<file path="config.mk">
export PLATFORM = sky130hd
export DESIGN_NAME = delta_list_timed_wait_queue_flat
export DESIGN_NICKNAME = d
export VERILOG_FILES = /design/src/rtl/dlq_pkg.sv /design/src/rtl/dlq_chan_if.sv /design/src/rtl/delta_list_timed_wait_queue.sv /design/src/rtl/dlq_datapath.sv /design/src/rtl/dlq_ctrl.sv /design/src/flat_wrapper.sv
export SDC_FILE = /design/constraint.sdc
export NUM_CORES = 1
export LEC_CHECK = 0
export BUFFER_PORTS_ARGS = -buffer_cell sky130_fd_sc_hd__buf_4
export CORE_MARGIN = 5
export CORE_UTILIZATION = 55
export CTS_BUF_LIST = sky130_fd_sc_hd__clkbuf_4
export DETAILED_ROUTE_END_ITERATION = 10
export PLACE_DENSITY = 0.74
export SLEW_MARGIN = 20
export SYNTH_ARGS = -nofsm -noshare
export SYNTH_HDL_FRONTEND = slang
export SYNTH_HIERARCHICAL = 1
export SYNTH_SLANG_ARGS = --single-unit
</file>
<file path="constraint.sdc">
create_clock -name clk -period 3.89 [get_ports clk]
set_input_delay 0.389 -clock clk [delete_from_list [all_inputs] [get_ports clk]]
set_output_delay 0.389 -clock clk [all_outputs]
set_load 0.02 [all_outputs]
</file>
<file path="src/rtl/dlq_pkg.sv">
// Package for the delta-list timed wait queue.
// Holds sizing constants, request and status codes, payload structs and the
// controller/datapath command and status types. Depends on nothing.
package dlq_pkg;

  localparam int MAX_WAITERS = 16;
  localparam int TIME_BITS   = 16;
  localparam int IDX_W       = $clog2(MAX_WAITERS);
  localparam int HEAD_W      = $clog2(MAX_WAITERS + 1);
  localparam int CNT_W       = HEAD_W;

  localparam logic [HEAD_W-1:0] EMPTY_MARK = HEAD_W'(MAX_WAITERS);

  localparam logic [1:0] REQ_INSERT = 2'd0;
  localparam logic [1:0] REQ_REMOVE = 2'd1;
  localparam logic [1:0] REQ_FIND   = 2'd2;

  localparam logic [1:0] STAT_DONE      = 2'd0;
  localparam logic [1:0] STAT_NOT_FOUND = 2'd1;
  localparam logic [1:0] STAT_FULL      = 2'd2;

  typedef struct packed {
    logic [1:0]  req_type;
    logic [7:0]  thread_id;
    logic [15:0] wait_time;
    logic [7:0]  semaphore_id;
  } dlq_req_t;

  typedef struct packed {
    logic [1:0] status;
    logic [7:0] found_thread;
    logic [7:0] found_semaphore;
  } dlq_rsp_t;

  typedef enum logic [2:0] {
    S_IDLE,
    S_WALK,
    S_WR_NEW,
    S_WR_LINK,
    S_WR_RM,
    S_FIN
  } state_t;

  typedef struct packed {
    logic load;
    logic step;
    logic stop;
    logic wr_new;
    logic wr_link;
    logic wr_rm;
    logic finish;
  } dlq_cmd_t;

  typedef struct packed {
    logic [1:0] req;
    logic       full;
    logic       walk_more;
    logic       hit;
    logic       out_busy;
  } dlq_stat_t;

endpackage

</file>
<file path="src/rtl/dlq_chan_if.sv">
// Valid/ready channel interfaces for requests and responses of the wait queue.
// Depends on dlq_pkg for the payload structs.
interface dlq_req_if;
  logic             valid;
  logic             ready;
  dlq_pkg::dlq_req_t data;

  modport source (output valid, output data, input ready);
  modport sink (input valid, input data, output ready);
endinterface

interface dlq_rsp_if;
  logic             valid;
  logic             ready;
  dlq_pkg::dlq_rsp_t data;

  modport source (output valid, output data, input ready);
  modport sink (input valid, input data, output ready);
endinterface

</file>
<file path="src/rtl/delta_list_timed_wait_queue.sv">
// Top level of the delta-list timed wait queue: controller plus datapath.
// Depends on dlq_pkg, dlq_chan_if, dlq_ctrl and dlq_datapath.
//
// The block keeps up to MAX_WAITERS threads in a list ordered by timeout, each
// entry holding its time as a difference to the entry before it. It takes one
// request at a time: a transaction is accepted, the list is then walked one
// entry per cycle from the head (the entry memories have registered reads, so
// each cycle's read address comes from the previous read), an insert then
// writes the new entry and relinks, a remove unlinks its entry, and the
// response register is loaded last. An insert into a full store skips the
// walk. The response register lets the next request be accepted while a
// response waits to be taken. No clearing pass is needed after reset.
module delta_list_timed_wait_queue import dlq_pkg::*; (
  input  logic clk,
  input  logic rst,
  dlq_req_if.sink   req,
  dlq_rsp_if.source rsp
);

  dlq_cmd_t  cmd;
  dlq_stat_t stat;

  dlq_ctrl u_ctrl (
    .clk      (clk),
    .rst      (rst),
    .in_valid (req.valid),
    .in_ready (req.ready),
    .stat     (stat),
    .cmd      (cmd)
  );

  dlq_datapath u_datapath (
    .clk       (clk),
    .rst       (rst),
    .in_data   (req.data),
    .cmd       (cmd),
    .stat      (stat),
    .out_data  (rsp.data),
    .out_valid (rsp.valid),
    .out_ready (rsp.ready)
  );

  // At most one datapath operation is commanded in any cycle.
  a_cmd_onehot: assert property (@(posedge clk) disable iff (rst)
    $onehot0({cmd.load, cmd.step, cmd.stop, cmd.wr_new, cmd.wr_link, cmd.wr_rm,
              cmd.finish}))
    else $error("more than one datapath command at once");

  // An accepted transaction keeps the request channel closed in the next cycle.
  a_busy_after_accept: assert property (@(posedge clk) disable iff (rst)
    req.valid && req.ready |=> !req.ready)
    else $error("request accepted while a transaction is in progress");

  // A new entry is always followed by the relink write.
  a_new_then_link: assert property (@(posedge clk) disable iff (rst)
    cmd.wr_new |=> cmd.wr_link)
    else $error("insert did not relink its new entry");

  // The response register is only loaded when it is free or being drained.
  a_finish_free: assert property (@(posedge clk) disable iff (rst)
    cmd.finish |-> !(rsp.valid && !rsp.ready))
    else $error("response overwritten before it was taken");

endmodule

</file>
<file path="src/rtl/dlq_datapath.sv">
// Datapath of the wait queue: entry memories, free-slot stack, walk registers,
// list head and count, and the response register. Depends on dlq_pkg.
module dlq_datapath import dlq_pkg::*; (
  input  logic      clk,
  input  logic      rst,
  input  dlq_req_t  in_data,
  input  dlq_cmd_t  cmd,
  output dlq_stat_t stat,
  output dlq_rsp_t  out_data,
  output logic      out_valid,
  input  logic      out_ready
);

  logic [7:0]           mem_thread [MAX_WAITERS];
  logic [7:0]           mem_sem    [MAX_WAITERS];
  logic [TIME_BITS-1:0] mem_delta  [MAX_WAITERS];
  logic [IDX_W-1:0]     mem_next   [MAX_WAITERS];
  logic [IDX_W-1:0]     mem_free   [MAX_WAITERS];

  logic [7:0]           rd_thread;
  logic [7:0]           rd_sem;
  logic [TIME_BITS-1:0] rd_delta;
  logic [IDX_W-1:0]     rd_next;
  logic [IDX_W-1:0]     rd_free;

  logic [HEAD_W-1:0]    head;
  logic [CNT_W-1:0]     count;
  logic [CNT_W-1:0]     sp;
  logic [CNT_W-1:0]     fill;

  dlq_req_t             req_q;
  logic [TIME_BITS-1:0] t_q;
  logic                 full_q;
  logic [IDX_W-1:0]     cur;
  logic [IDX_W-1:0]     prev;
  logic                 has_prev;
  logic [CNT_W-1:0]     steps;
  logic                 found;
  logic [TIME_BITS-1:0] hold_delta;
  logic [7:0]           hold_sem;
  logic [IDX_W-1:0]     at_next;

  logic [IDX_W-1:0]     rd_addr;
  logic [IDX_W-1:0]     free_raddr;
  logic [IDX_W-1:0]     alloc;
  logic                 has_succ;

  logic                 delta_we;
  logic [IDX_W-1:0]     delta_waddr;
  logic [TIME_BITS-1:0] delta_wdata;
  logic                 next_we;
  logic [IDX_W-1:0]     next_waddr;
  logic [IDX_W-1:0]     next_wdata;

  logic [1:0]           status_next;
  logic [7:0]           sem_next;

  assign rd_addr    = cmd.load ? head[IDX_W-1:0] : rd_next;
  assign free_raddr = IDX_W'(sp - CNT_W'(1));
  assign alloc      = (sp != '0) ? rd_free : fill[IDX_W-1:0];
  assign has_succ   = steps > CNT_W'(1);

  assign stat.req       = req_q.req_type;
  assign stat.full      = full_q;
  assign stat.hit       = steps != '0;
  assign stat.out_busy  = out_valid && !out_ready;
  assign stat.walk_more = (steps != '0) &&
                          ((req_q.req_type == REQ_INSERT) ? (rd_delta <= t_q)
                                                          : (rd_thread != req_q.thread_id));

  always_comb begin
    delta_we    = 1'b0;
    delta_waddr = alloc;
    delta_wdata = t_q;
    next_we     = 1'b0;
    next_waddr  = alloc;
    next_wdata  = found ? cur : '0;
    if (cmd.wr_new) begin
      delta_we = 1'b1;
      next_we  = 1'b1;
    end else if (cmd.wr_link) begin
      delta_we    = found;
      delta_waddr = cur;
      delta_wdata = hold_delta - t_q;
      next_we     = has_prev;
      next_waddr  = prev;
      next_wdata  = alloc;
    end else if (cmd.wr_rm) begin
      delta_we    = has_succ;
      delta_waddr = at_next;
      delta_wdata = rd_delta + hold_delta;
      next_we     = has_prev;
      next_waddr  = prev;
      next_wdata  = at_next;
    end
  end

  always_comb begin
    case (req_q.req_type) inside
      REQ_INSERT:           status_next = full_q ? STAT_FULL : STAT_DONE;
      REQ_REMOVE, REQ_FIND: status_next = found ? STAT_DONE : STAT_NOT_FOUND;
      default:              status_next = STAT_NOT_FOUND;
    endcase
    sem_next = (req_q.req_type == REQ_FIND && found) ? hold_sem : 8'd0;
  end

  always_ff @(posedge clk) begin
    rd_thread <= mem_thread[rd_addr];
    rd_sem    <= mem_sem[rd_addr];
    rd_delta  <= mem_delta[rd_addr];
    rd_next   <= mem_next[rd_addr];
    rd_free   <= mem_free[free_raddr];
    if (cmd.wr_new) begin
      mem_thread[alloc] <= req_q.thread_id;
      mem_sem[alloc]    <= req_q.semaphore_id;
    end
    if (delta_we) begin
      mem_delta[delta_waddr] <= delta_wdata;
    end
    if (next_we) begin
      mem_next[next_waddr] <= next_wdata;
    end
    if (cmd.wr_rm) begin
      mem_free[sp[IDX_W-1:0]] <= cur;
    end
  end

  always_ff @(posedge clk) begin
    if (cmd.load) begin
      req_q    <= in_data;
      t_q      <= TIME_BITS'(in_data.wait_time);
      full_q   <= count == CNT_W'(MAX_WAITERS);
      cur      <= head[IDX_W-1:0];
      has_prev <= 1'b0;
      steps    <= count;
      found    <= 1'b0;
    end
    if (cmd.step) begin
      if (req_q.req_type == REQ_INSERT) begin
        t_q <= t_q - rd_delta;
      end
      prev     <= cur;
      has_prev <= 1'b1;
      cur      <= rd_next;
      steps    <= steps - CNT_W'(1);
    end
    if (cmd.stop) begin
      found      <= steps != '0;
      hold_delta <= rd_delta;
      hold_sem   <= rd_sem;
      at_next    <= rd_next;
    end
    if (cmd.finish) begin
      out_data.status          <= status_next;
      out_data.found_thread    <= req_q.thread_id;
      out_data.found_semaphore <= sem_next;
    end
  end

  always_ff @(posedge clk) begin
    if (rst) begin
      head      <= EMPTY_MARK;
      count     <= '0;
      sp        <= '0;
      fill      <= '0;
      out_valid <= 1'b0;
    end else begin
      if (cmd.wr_link) begin
        if (!has_prev) begin
          head <= HEAD_W'(alloc);
        end
        count <= count + CNT_W'(1);
        if (sp != '0) begin
          sp <= sp - CNT_W'(1);
        end else begin
          fill <= fill + CNT_W'(1);
        end
      end
      if (cmd.wr_rm) begin
        if (count == CNT_W'(1)) begin
          head <= EMPTY_MARK;
        end else if (!has_prev) begin
          head <= has_succ ? HEAD_W'(at_next) : EMPTY_MARK;
        end
        count <= count - CNT_W'(1);
        sp    <= sp + CNT_W'(1);
      end
      if (cmd.finish) begin
        out_valid <= 1'b1;
      end else if (out_ready) begin
        out_valid <= 1'b0;
      end
    end
  end

endmodule

</file>
<file path="src/rtl/dlq_ctrl.sv">
// Controller of the wait queue: sequences accept, list walk, link writes and
// the response hand-off. Depends on dlq_pkg.
module dlq_ctrl import dlq_pkg::*; (
  input  logic      clk,
  input  logic      rst,
  input  logic      in_valid,
  output logic      in_ready,
  input  dlq_stat_t stat,
  output dlq_cmd_t  cmd
);

  state_t state;
  state_t state_next;

  always_ff @(posedge clk) begin
    if (rst) begin
      state <= S_IDLE;
    end else begin
      state <= state_next;
    end
  end

  always_comb begin
    state_next = state;
    unique case (state)
      S_IDLE: begin
        if (in_valid) begin
          state_next = S_WALK;
        end
      end
      S_WALK: begin
        case (stat.req)
          REQ_INSERT: begin
            if (stat.full) begin
              state_next = S_FIN;
            end else if (!stat.walk_more) begin
              state_next = S_WR_NEW;
            end
          end
          REQ_REMOVE: begin
            if (!stat.walk_more) begin
              state_next = stat.hit ? S_WR_RM : S_FIN;
            end
          end
          REQ_FIND: begin
            if (!stat.walk_more) begin
              state_next = S_FIN;
            end
          end
          default: state_next = S_FIN;
        endcase
      end
      S_WR_NEW:  state_next = S_WR_LINK;
      S_WR_LINK: state_next = S_FIN;
      S_WR_RM:   state_next = S_FIN;
      S_FIN: begin
        if (!stat.out_busy) begin
          state_next = S_IDLE;
        end
      end
      default: state_next = S_IDLE;
    endcase
  end

  always_comb begin
    cmd      = '0;
    in_ready = 1'b0;
    unique case (state)
      S_IDLE: begin
        in_ready = 1'b1;
        cmd.load = in_valid;
      end
      S_WALK: begin
        case (stat.req) inside
          REQ_INSERT: begin
            if (!stat.full) begin
              cmd.step = stat.walk_more;
              cmd.stop = !stat.walk_more;
            end
          end
          REQ_REMOVE, REQ_FIND: begin
            cmd.step = stat.walk_more;
            cmd.stop = !stat.walk_more;
          end
          default: cmd = '0;
        endcase
      end
      S_WR_NEW:  cmd.wr_new  = 1'b1;
      S_WR_LINK: cmd.wr_link = 1'b1;
      S_WR_RM:   cmd.wr_rm   = 1'b1;
      S_FIN:     cmd.finish  = !stat.out_busy;
      default:   cmd = '0;
    endcase
  end

endmodule
</file>
<file path="src/flat_wrapper.sv">
// flat-port wrapper written by rule: the top's interface ports become plain ports
module delta_list_timed_wait_queue_flat import dlq_pkg::*;
  (clk, rst, req_valid, req_data, req_ready, rsp_valid, rsp_data, rsp_ready);
  dlq_req_if req_i ();
  dlq_rsp_if rsp_i ();
  input  logic clk;
  input  logic rst;
  input wire logic [$bits(req_i.valid)-1:0] req_valid;
  input wire logic [$bits(req_i.data)-1:0] req_data;
  output wire logic [$bits(req_i.ready)-1:0] req_ready;
  output wire logic [$bits(rsp_i.valid)-1:0] rsp_valid;
  output wire logic [$bits(rsp_i.data)-1:0] rsp_data;
  input wire logic [$bits(rsp_i.ready)-1:0] rsp_ready;
  assign req_i.valid = req_valid;
  assign req_i.data = req_data;
  assign req_ready = req_i.ready;
  assign rsp_valid = rsp_i.valid;
  assign rsp_data = rsp_i.data;
  assign rsp_i.ready = rsp_ready;
  delta_list_timed_wait_queue u_core (.clk(clk), .rst(rst), .req(req_i), .rsp(rsp_i));
endmodule
</file>
* Word level (Yosys, flattened, before mapping)
Memory sizes are Yosys's and may differ from the RTL's. A register that Yosys moved wholly into a read port is not among the register bits.
Cells that the tools add are included.
** Word-level totals
- Output and inout bits :: 20
- Bits of input ports :: 38
- Bits in writable memories :: 640
- Bits in registers :: 120
- Memories kept :: 5
** Operators by class
- Equality and inequality tests :: 15
- Magnitude comparators :: 2
- Reductions and logical operators :: 20
- Bitwise logic cells :: 1
- Mux-type cells :: 75
- Add/sub/neg operators :: 9
** Memories
- u_core.u_datapath.mem_delta :: depth 16, width 16, rd ports 1, clocked after memory_dff 1, write ports 1, line dlq_datapath.sv:16 : logic [TIME_BITS-1:0] mem_delta [MAX_WAITERS];
- u_core.u_datapath.mem_sem :: depth 16, width 8, rd ports 1, clocked after memory_dff 1, write ports 1, line dlq_datapath.sv:15 : logic [7:0] mem_sem [MAX_WAITERS];
- u_core.u_datapath.mem_thread :: depth 16, width 8, rd ports 1, clocked after memory_dff 1, write ports 1, line dlq_datapath.sv:14 : logic [7:0] mem_thread [MAX_WAITERS];
- u_core.u_datapath.mem_free :: depth 16, width 4, rd ports 1, clocked after memory_dff 1, write ports 1, line dlq_datapath.sv:18 : logic [IDX_W-1:0] mem_free [MAX_WAITERS];
- u_core.u_datapath.mem_next :: depth 16, width 4, rd ports 1, clocked after memory_dff 1, write ports 1, line dlq_datapath.sv:17 : logic [IDX_W-1:0] mem_next [MAX_WAITERS];
** Operators with widths (number)
- two-way mux 16 bit :: 6
- two-way mux 5 bit :: 13
- two-way mux 4 bit :: 14
- subtractor 16 bit :: 2
- two-way mux 1 bit :: 28
- two-way mux 3 bit :: 6
- adder 16 bit :: 1
- less-or-equal comparator 16 bit :: 1
- adder 5 x 1 -> 5 bit, second input constant :: 3
- one-hot mux 3 bit (5 select lines) :: 1
- subtractor 5 x 1 -> 5 bit, second input constant :: 3
- two-way mux 2 bit :: 6
- nonzero test 2 bit :: 5
- nonzero test 5 bit :: 2
- one-hot mux 3 bit (3 select lines) :: 1
- != test 8 bit :: 1
- equality test 3 x 2 -> 1 bit, second input constant :: 2
- equality test 3 bit, second input constant :: 2
- != test 3 bit, second input constant :: 2
- equality test 5 x 1 -> 1 bit, second input constant :: 1
- equality test 5 bit, second input constant :: 1
- greater-than comparator 5 x 1 -> 1 bit, second input constant :: 1
- AND reduction 5 bit :: 1
- != test 2 bit, second input constant :: 2
- 11 further kinds :: 17

* Logic depth before layout (Yosys ltp)
- Depth in word-level cells :: 8
- Gate-level depth with buffers :: 19

* Cells and area by module
The synthesis kept the hierarchy.
** Modules (own cells, without submodules)
- dlq_datapath :: area an instance 33021.7 µm², seq. area each 23112.2 µm², cells each 1983, instances 1
- dlq_ctrl :: area an instance 375.4 µm², seq. area each 60.1 µm², cells each 52, instances 1

* Worst setup path before layout
OpenSTA, ideal clock, no wires.
- Path type :: register to register
- From :: register u_core.u_datapath.sp[0]
- To :: memory u_core.u_datapath.mem_delta[14][0] (enable)
- Arrival :: 3.579 ns
- Setup time :: 0.409 ns
- Cell stages (with the launch flop) :: 13
- Path slack :: -0.098 ns
- Path buffers :: 3
- Required time :: 3.481 ns
- Clock period less this slack :: 3.988 ns
- Cells stage by stage :: dfxtp_1 buf_2 buf_2 inv_1 ha_1 nor4b_4 buf_6 mux2i_2 nor2_2 a21oi_1 o21a_1 or3b_4 nor3_1
** On the way
- Longest elaborated chain between the ends :: 5
** Ends and longest elaborated chain
- from (decl) :: line dlq_datapath.sv:28 : logic [CNT_W-1:0] sp;
- from (signal assigned) :: line dlq_datapath.sv:174 : sp <= sp - CNT_W'(1);
- from (signal assigned) :: line dlq_datapath.sv:186 : sp <= sp + CNT_W'(1);
- nonzero test 5 bit * :: line dlq_datapath.sv:60 : assign alloc = (sp != '0) ? rd_free : fill[IDX_W-1:0];
- two-way mux 4 bit * :: line dlq_datapath.sv:60
- two-way mux 4 bit :: line dlq_datapath.sv:88 : end else if (cmd.wr_rm) begin
- two-way mux 4 bit :: line dlq_datapath.sv:81 : end else if (cmd.wr_link) begin
- two-way mux 4 bit * :: line dlq_datapath.sv:78 : if (cmd.wr_new) begin
- to (decl) :: line dlq_datapath.sv:16
Mark *: on every way between the ends. The rest lies on a longest branch, timed or not.

==> reports/summary.txt <==
Run status: finished, final reports clean
DR top layer: met4
Num Clock Sinks: 798
Final setup vio count: 0
Most frequent cells in the layout: edfxtp_1 (719), clkbuf_4 (296), mux4_2 (164)
Crit path DAT: 4.39 ns
DP Wirelength: 46.54 mm
Max Slew Vio Count: 0
CTS clk-pin slew, worst paths: 0.06 ns
Syn_nets: 2,141
Share of cells above drive strength 1: 0.2786
Post-Synthesis Cell Area: 0.03340 mm2
Largest family of logic cells by synthesized area: multiplexers
CP Launch Type: flop
Synthesized area per cell: 16.41 um2
Core ar.: 0.06025 mm2
Worst-path fanout max: 7
Post-route worst setup slack: 0.3540 ns
Mux share of post-synthesis cell area: 0.1194
Die area: 0.06575 mm2
Seq/Total Area, Yosys: 0.6938
Slew @ Worst Pin: 0.8775 ns
Synth Area in Adders: 0.02615
Per-cell routed wire length: 22.78 um
Synth-to-Final Area Change: 15.13%
Row Count: 90
Met1 wire length: 30.19 mm
Leakage: 13.42 nW
Syn Inst Count: 2,035
HP Class: input port to flop
Post-route DRC: 0
CP Class: flop to flop
Pwr Density: 714.2 mW/mm2
First-pass GRT wire length: 116.6 mm
Vias in the first global route: 20,427
Commonest non-fill, non-tap cell in the layout: edfxtp_1
Compound-Gate Fraction of Synth Area: 0.06369
Xor/xnor share of the synthesized area: 0.01233
Crit path max-delay family: compound AO/OA/AOI/OAI gates
RSZ-0062 raised after global routing: no
Max stage delay cell, worst path: fa_1
Clk_skew: 0.07634 ns
Min cycle time layout: 3.536 ns
Fin Setup TNS: 0 ns
Yosys synthesis warning count: 6
Number of enable flip-flop cells after synthesis: 719
First drt pass iteration count: 6
Fin nets: 2,450
Max Cap Viol: 0
Max incr delay on CP: 0.39 ns
Critical path capture point type: flop
Vias/cell: 5.984
Peak Freq: 282.8 MHz
Async SR Flop Fraction: 0
Routed Antenna Nets: 0
Initial antenna violation count: 2
Synth cell types: 70
DR iter-0 viols: 2,115
Primary FF master, synth: edfxtp_1
Crit path buffers/inverters: 2
Final wirelength: 74.73 mm
CTS H-Tree Depth: 4
CTS tree: yes
Worst skew pair latency: 1.04 ns
Seq cells post-synth: 798
Tot GR Track Use: 0.2291
Worst rel slew slack: 0.4025
Largest net degree at the start of global routing: 48
Metal3 WL: 6.758 mm
DIE WIDTH: 256.4 um
Via count: 19,634
Simple-Gate Fraction of Synth Area: 0.06474
Peak supply drop: 0.4369 mV
Final period utilization: 0.9090
IO Port Bufs: 57
Pre-CTS setup slack: 0.2090 ns
Clk root buf: clkbuf_4
Crit-path cells: inv_1, ha_1, fa_1, nor2b_1, o21ai_0, a21boi_1, o31ai_1, a31o_2, a21oi_1, o211a_1, inv_1, nor2_1, nand2_1, or3_1, o22ai_1, a31oi_1, o211a_1
CTS buffer count: 195
Reg2Reg Setup Slack: 0.35 ns
Met2 WL: 35.93 mm
Chip height: 256.4 um
Starting utilization of the core area: 0.5544
Clock Tree Buf Depth: 3
Global placer's final weighted congestion: 0.9215
CP required: 4.75 ns
Final Hold Viols: 0
Remaining Overflow, GRT: 0
# IOs: 58
## path summary, 6_finish.rpt
check	endpoint	depth (start not counted)	startpoint
worst max-delay path	u_core/u_datapath/t_q[8]	17	u_core/u_datapath/t_q[0]
worst min-delay path	u_core/u_datapath/t_q[8]	6	req_data[16]
worst min register to register	u_core/u_datapath/hold_sem[0]	0	u_core/u_datapath/rd_sem[0]
worst max register to register	u_core/u_datapath/t_q[8]	17	u_core/u_datapath/t_q[0]
## Yosys cell counts (13+ instances only)
cell / n / area [um2]
a31oi_1: 48 / 300.3
a21oi_1: 62 / 310.3
nor2b_1: 16 / 100.1
clkbuf_1: 58 / 217.7
buf_2: 21 / 105.1
nor3_1: 30 / 150.1
mux2i_1: 13 / 130.1
xor2_1: 14 / 122.6
ha_1: 65 / 813.3
o21ai_0: 57 / 285.3
and2_1: 41 / 256.5
a211oi_1: 45 / 337.8
and3_1: 13 / 81.33
inv_1: 56 / 210.2
nand3_1: 36 / 180.2
edfxtp_1: 719 / 21590
xnor2_1: 33 / 289.0
mux4_2: 164 / 3694
dfxtp_1: 79 / 1582
a21o_1: 18 / 135.1
nand2_1: 141 / 529.3
nor2_1: 126 / 473.0
nand2b_1: 16 / 100.1
## worst register-to-register path: stages, from the launching register on
cell	delay, ns
dfxtp_1	0.35
inv_1	0.09
ha_1	0.22
fa_1	0.39
nor2b_1	0.16
o21ai_0	0.12
a21boi_1	0.26
o31ai_1	0.15
a31o_2	0.26
a21oi_1	0.14
o211a_1	0.16
inv_1	0.04
nor2_1	0.16
nand2_1	0.19
or3_1	0.38
o22ai_1	0.15
a31oi_1	0.07
o211a_1	0.14
## power breakdown
group          internal, mW  switching (mW)  leakage (nW)
combinational          3.83            5.17          4.73
clock                  3.64            3.31          1.52
sequential             10.8           0.712          7.17
total                  18.3            9.19          13.4
## flip-flops by register name, summed over array words and instances, names as in the netlist, 5 cells and up
register / flops
u_core/u_datapath/out_data: 18
u_core/u_datapath/mem_thread: 128
u_core/u_datapath/mem_next: 64
u_core/u_datapath/rd_delta: 16
u_core/u_datapath/mem_free: 64
u_core/u_datapath/rd_sem: 8
u_core/u_datapath/rd_thread: 8
u_core/u_datapath/hold_sem: 8
u_core/u_datapath/count: 5
u_core/u_datapath/mem_delta: 256
u_core/u_datapath/req_q: 16
u_core/u_datapath/steps: 5
u_core/u_datapath/sp: 5
u_core/u_datapath/mem_sem: 128
u_core/u_datapath/hold_delta: 16
u_core/u_datapath/t_q: 16
## cell families (layout without fill, tap and decap cells)
group           Yosys count  after routing
compound gates          318            318
xor+xnor                 47             47
fa+ha+maj                68             68
buf+inv                 154            617
flops                   798            798
mux                     191            191
other cells               0              1
simple gates            459            459
## final cells by class
class,instances,area [um2]
Clock inverter,55,351.6
Timing Repair Buffer,209,1807
Antenna cell,1,2.502
Sequential cell,798,23170
Fill cell,4126,21790
Clock buffer,296,2222
Tap cell,782,978.4
Multi-Input combinational cell,1083,9703
Inverter,57,214.0
## timing repair
action                     4_1_cts  5_1_grt
resized for setup                0        1
hold buffers                    55        0
buffers inserted                 0        0
hold endpoints to repair        64        0
setup endpoints to repair        0        2
## through the flow
step / cells / util / total power [mW] / hold slack [ns] / cell area (um2)
5_1_grt: 3281 / 0.6382 / 29.02 / 0.05285 / 38450
3_5_place_dp: 2874 / 0.5862 / 20.52 / 0.3957 / 35320
2_1_floorplan: 2035 / - / 17.76 / 0.3855 / 33400
4_1_cts: 3280 / 0.6381 / 27.56 / 0.003499 / 38440
3_3_place_gp: 2874 / 0.5862 / 20.25 / 0.3903 / 35320
6_report: 3281 / 0.6382 / 27.46 / 0.1195 / 38450
## layer usage
| metal | vias up | global-route usage |
|---|---|---|
| li1 | 8784 | - |
| met5 | - | 0 |
| met4 | 0 | 0.07903 |
| met2 | 906 | 0.3606 |
| met3 | 154 | 0.06661 |
| met1 | 9790 | 0.3121 |
Power figures use the tool's default switching activity.
